`config.mk`:
```
export PLATFORM = sky130hd
export DESIGN_NAME = m4vt_store
export DESIGN_NICKNAME = d
export VERILOG_FILES = /design/src/hw/rtl/m4vt_pkg.sv /design/src/hw/rtl/m4vt_store.sv
export SDC_FILE = /design/constraint.sdc
export NUM_CORES = 1
export LEC_CHECK = 0
export BUFFER_PORTS_ARGS = -buffer_cell sky130_fd_sc_hd__buf_2
export CORE_AREA = 2 2 217 219
export DETAILED_ROUTE_END_ITERATION = 7
export DIE_AREA = 0 0 219 221
export HOLD_SLACK_MARGIN = 0.08
export MAX_ROUTING_LAYER = met4
export PLACE_DENSITY = 0.66
export SETUP_SLACK_MARGIN = 0.4
export SKIP_LAST_GASP = 1
export SYNTH_ARGS = -nofsm -noshare
export SYNTH_HDL_FRONTEND = slang
export SYNTH_SLANG_ARGS = --single-unit
```
`constraint.sdc`:
```
create_clock -name clk -period 1.43 [get_ports clk]
set_input_delay 0 -clock clk [delete_from_list [all_inputs] [get_ports clk]]
set_output_delay 0 -clock clk [all_outputs]
set_load 0.05 [all_outputs]
```
`src/hw/rtl/m4vt_pkg.sv`:
```
// types and constants shared by the 4x4 matrix-vector transform block
// no dependencies
package m4vt_pkg;

	localparam int DIM    = 4;
	localparam int DATA_W = 32;
	localparam int PROD_W = 2 * DATA_W;
	localparam int PAIR_W = PROD_W + 1;
	localparam int SUM_W  = PROD_W + 2;
	localparam int IDX_W  = $clog2(DIM);

	typedef logic signed [DATA_W-1:0] data_t;
	typedef logic signed [PROD_W-1:0] prod_t;
	typedef logic signed [PAIR_W-1:0] pair_t;
	typedef logic signed [SUM_W-1:0]  sum_t;
	typedef logic [IDX_W-1:0]         idx_t;

	typedef data_t [DIM-1:0]          row_t;
	typedef data_t [DIM*DIM-1:0]      matrix_t;

	typedef enum logic {
		KIND_LOAD      = 1'b0,
		KIND_TRANSFORM = 1'b1
	} kind_t;

	// load enables for the pipeline stages after the input register
	typedef struct packed {
		logic s2;
		logic s3;
		logic s4;
		logic s5;
	} stage_en_t;

endpackage

```
`src/hw/rtl/m4vt_store.sv`:
```
// matrix register file, 16 elements row-major, reset to identity
// depends on m4vt_pkg
module m4vt_store #(
	parameter int FRAC_BITS = 16
) (
	input  logic              clk,
	input  logic              arst_n,
	input  logic              we,
	input  m4vt_pkg::idx_t    row,
	input  m4vt_pkg::idx_t    col,
	input  m4vt_pkg::data_t   wdata,
	output m4vt_pkg::matrix_t mat
);
	import m4vt_pkg::*;

	localparam data_t ONE = data_t'(1) << FRAC_BITS;

	matrix_t mat_q;

	always_ff @(posedge clk or negedge arst_n) begin
		if (!arst_n) begin
			for (int i = 0; i < DIM * DIM; i++) begin
				mat_q[i] <= (i % (DIM + 1) == 0) ? ONE : '0;
			end
		end else if (we) begin
			mat_q[{row, col}] <= wdata;
		end
	end

	assign mat = mat_q;
endmodule

```
==> flow_summary.json <==
{
  "status": "finished, violations left",
  "violations": "negative hold slack",
  "p_leak_uw": 0.0137,
  "synth_cell_types": 15,
  "dieWidth_um": 219,
  "place_inst": 2265,
  "ir_drop_uv": 1630,
  "drive_gt1_share_pct": 69.8,
  "cts-root-buf": "clkbuf_16",
  "yosysWarningCount": 0,
  "drc": 0,
  "dr.pass1.iters": 4,
  "grt_pass1_wl_mm": 87.7,
  "dp_hpwl_mm": 40.3,
  "cap_violations": 0,
  "antenna_found_initial": 4,
  "syn_avg_cell_area_um2": 16.8,
  "finalWeightedCongestion": 0.828,
  "synth_area_leader_cell": "dfrtp_1",
  "std_cell_rows": 79,
  "finalCriticalPeriod_ns": 1.28,
  "crit_family": "flip-flops",
  "crit_path_max_incr_delay_ns": 0.54,
  "tightest_slew_ns": 0.487,
  "finClkSkew_ns": 0,
  "grt_max_degree": 77,
  "startpoint_type": "flop",
  "vias": 12700,
  "largest_reg_flops": 512,
  "comb_power_share_pct": 43.8,
  "required_ns": 1.43,
  "cts_tree": "yes",
  "fp.dieArea_um2": 48400,
  "p_int_uw": 35600,
  "cts.htree.levels": 2,
  "ant_nets": 0,
  "clk_pin_slew_ns": 0.06,
  "grt_usage_pct": 25.0,
  "drv_slew": 0,
  "post-route-period-util_pct": 89.4,
  "power.density_cell_area_nw_per_um2": 2050,
  "path_cells": "buf_8",
  "wl_per_cell_um": 24.2,
  "p_sw_share_pct": 40.7,
  "cp_max_fo": 2,
  "grt_pass1_vias": 13300,
  "seqPwrFrac_pct": 34.2,
  "setup_viol_count_final": 0,
  "hold_viol": 26,
  "core_region_area_um2": 46100,
  "synthTopCellsByArea": "dfrtp_1, mux2_2, buf_2",
  "area_growth_pct": 53.3,
  "cpMaxStageDelayCell": "dfstp_2",
  "cts_buffers": 52,
  "crit_arrival_ns": 1.28,
  "ys_ff_latch": 512,
  "dieHeight_um": 221,
  "max_freq_mhz": 782,
  "hp-class": "in -> async",
  "yosysTopAreaCellShare_pct": 66.6,
  "ys_seq_area_share_pct": 67.2,
  "clk_path_buf_depth": 3,
  "fin_hold_ws_ns": -0.0972,
  "critPathBufInv": 1,
  "io_buffers": 550,
  "fin_nets": 1889,
  "fill_cells": 3205,
  "slew-limit-headroom_pct": 67.6,
  "final_cells": 2499,
  "syn-num-nets": 1172,
  "netSwitchingPower_uw": 24400,
  "io_pins": 551,
  "drtIter0Drc": 581,
  "crit_path_end_kind": "output pin",
  "pwr-share-clk_pct": 22.0,
  "rsz0062_at_grt": "true",
  "cts.hold.buffers_added": 33,
  "insertion_delay_ns": 0.58,
  "drt-total-wl_mm": 60.4,
  "overflow": 0,
  "syn_inst": 1133,
  "worstSetupPathType": "reg -> out",
  "floorplan.initialDensity_pct": 41.4,
  "netlist_area_um2": 19100,
  "numClockSinks": 512,
  "routed_via_density": 5.09
}
==> final cells by class <==
cell class | count | area (µm²) | area share [%]
Sequential cell | 512 | 12800 | 43.8
Clock inverter | 15 | 134 | 0.458
Timing Repair Buffer | 748 | 7910 | 27.0
Clock buffer | 76 | 1510 | 5.17
Antenna cell | 5 | 12.5 | 0.0428
Multi-Input combinational cell | 536 | 6110 | 20.9
Tap cell | 607 | 759 | 2.60
==> through the flow <==
stage / utilization [%] / power [µW] / TNS, ns / cell area [µm²] / setup slack [ns]
floorplan: - / 35000 / 0 / 19400 / 0.231
global placement: 50.5 / 40500 / -0.236 / 23300 / -0.0118
detailed placement: 50.5 / 40800 / -0.551 / 23300 / -0.0396
CTS: 60.8 / 58400 / 0 / 28000 / 0.104
global route: 63.5 / 61900 / 0 / 29300 / 0.109
finish: 63.5 / 60000 / 0 / 29300 / 0.152
==> power groups by stage <==
| stage | Clock [µW] | Sequential (µW) | Combinational, µW |
|---|---|---|---|
| 3_3_place_gp | 0 | 19700 | 20800 |
| 6_report | 13200 | 20500 | 26300 |
| 4_1_cts | 13500 | 20200 | 24700 |
| 5_1_grt | 14000 | 20900 | 27000 |
| 2_1_floorplan | 0 | 31700 | 3250 |
| 3_5_place_dp | 0 | 19800 | 21000 |
==> Yosys cell counts <==
library cell,instances
or3_1,3
mux2_1,10
dfrtp_1,508
nor2_1,10
nand2b_1,3
nand2_1,2
dfstp_2,4
nand3b_1,3
clkbuf_1,37
buf_1,4
buf_2,44
nand3_1,1
nor2b_1,1
nor3b_2,1
mux2_2,502
==> logic make-up (layout without fill, tap and decap cells) <==
| logic type | after synthesis | count (layout) | synth area share (%) |
|---|---|---|---|
| buffers and inverters | 85 | 839 | 1.96 |
| flip-flops | 512 | 512 | 67.2 |
| multiplexers | 512 | 512 | 30.2 |
| other | 0 | 5 | 0 |
| AND/OR/NAND/NOR | 24 | 24 | 0.675 |
==> cell usage in the layout, fill, tap and decap left out, drive strengths merged <==
cell,netlist,routed
nand2b,3,3
bufinv,0,2
diode,0,5
nand3,1,1
buf,48,715
nand2,2,2
dlygate4sd3,0,33
dfrtp,508,508
mux2,512,512
dfstp,4,4
clkinv,0,11
clkinvlp,0,2
nor2,10,10
nor2b,1,1
clkbuf,37,76
or3,3,3
nor3b,1,1
nand3b,3,3
==> final timing paths <==
path	endpoint	startpoint	cells after the start	slack [ns]
min in group clk	mat[265]	col[1]	4	0.10
min reg2reg	mat[407]	mat[407]	1	0.53
max	mat[176]	mat[176]	1	0.15
min	mat[205]	arst_n	2	-0.1
max in group asynchronous	mat[291]	arst_n	3	0.69
max reg2reg	mat[73]	mat[73]	3	0.38
==> metal layers <==
layer | GRT usage (%) | routed length [µm] | up-vias | share of wire, %
met5 | - | 0 | - | 0
met2 | 39.8 | 30200 | 416 | 50
met3 | 6.45 | 3980 | 108 | 6.6
li1 | - | - | 5390 | -
met4 | 9.76 | 2010 | 0 | 3.3
met1 | 30.5 | 24300 | 6799 | 40
==> what timing repair did <==
action | in CTS | in global routing
endpoints found under the hold margin | 1024 | 26
setup buffers | 49 | 56
setup endpoints to repair | 512 | 512
resized for setup | 768 | 389
Note: power is estimated with default switching activity, not from simulation.
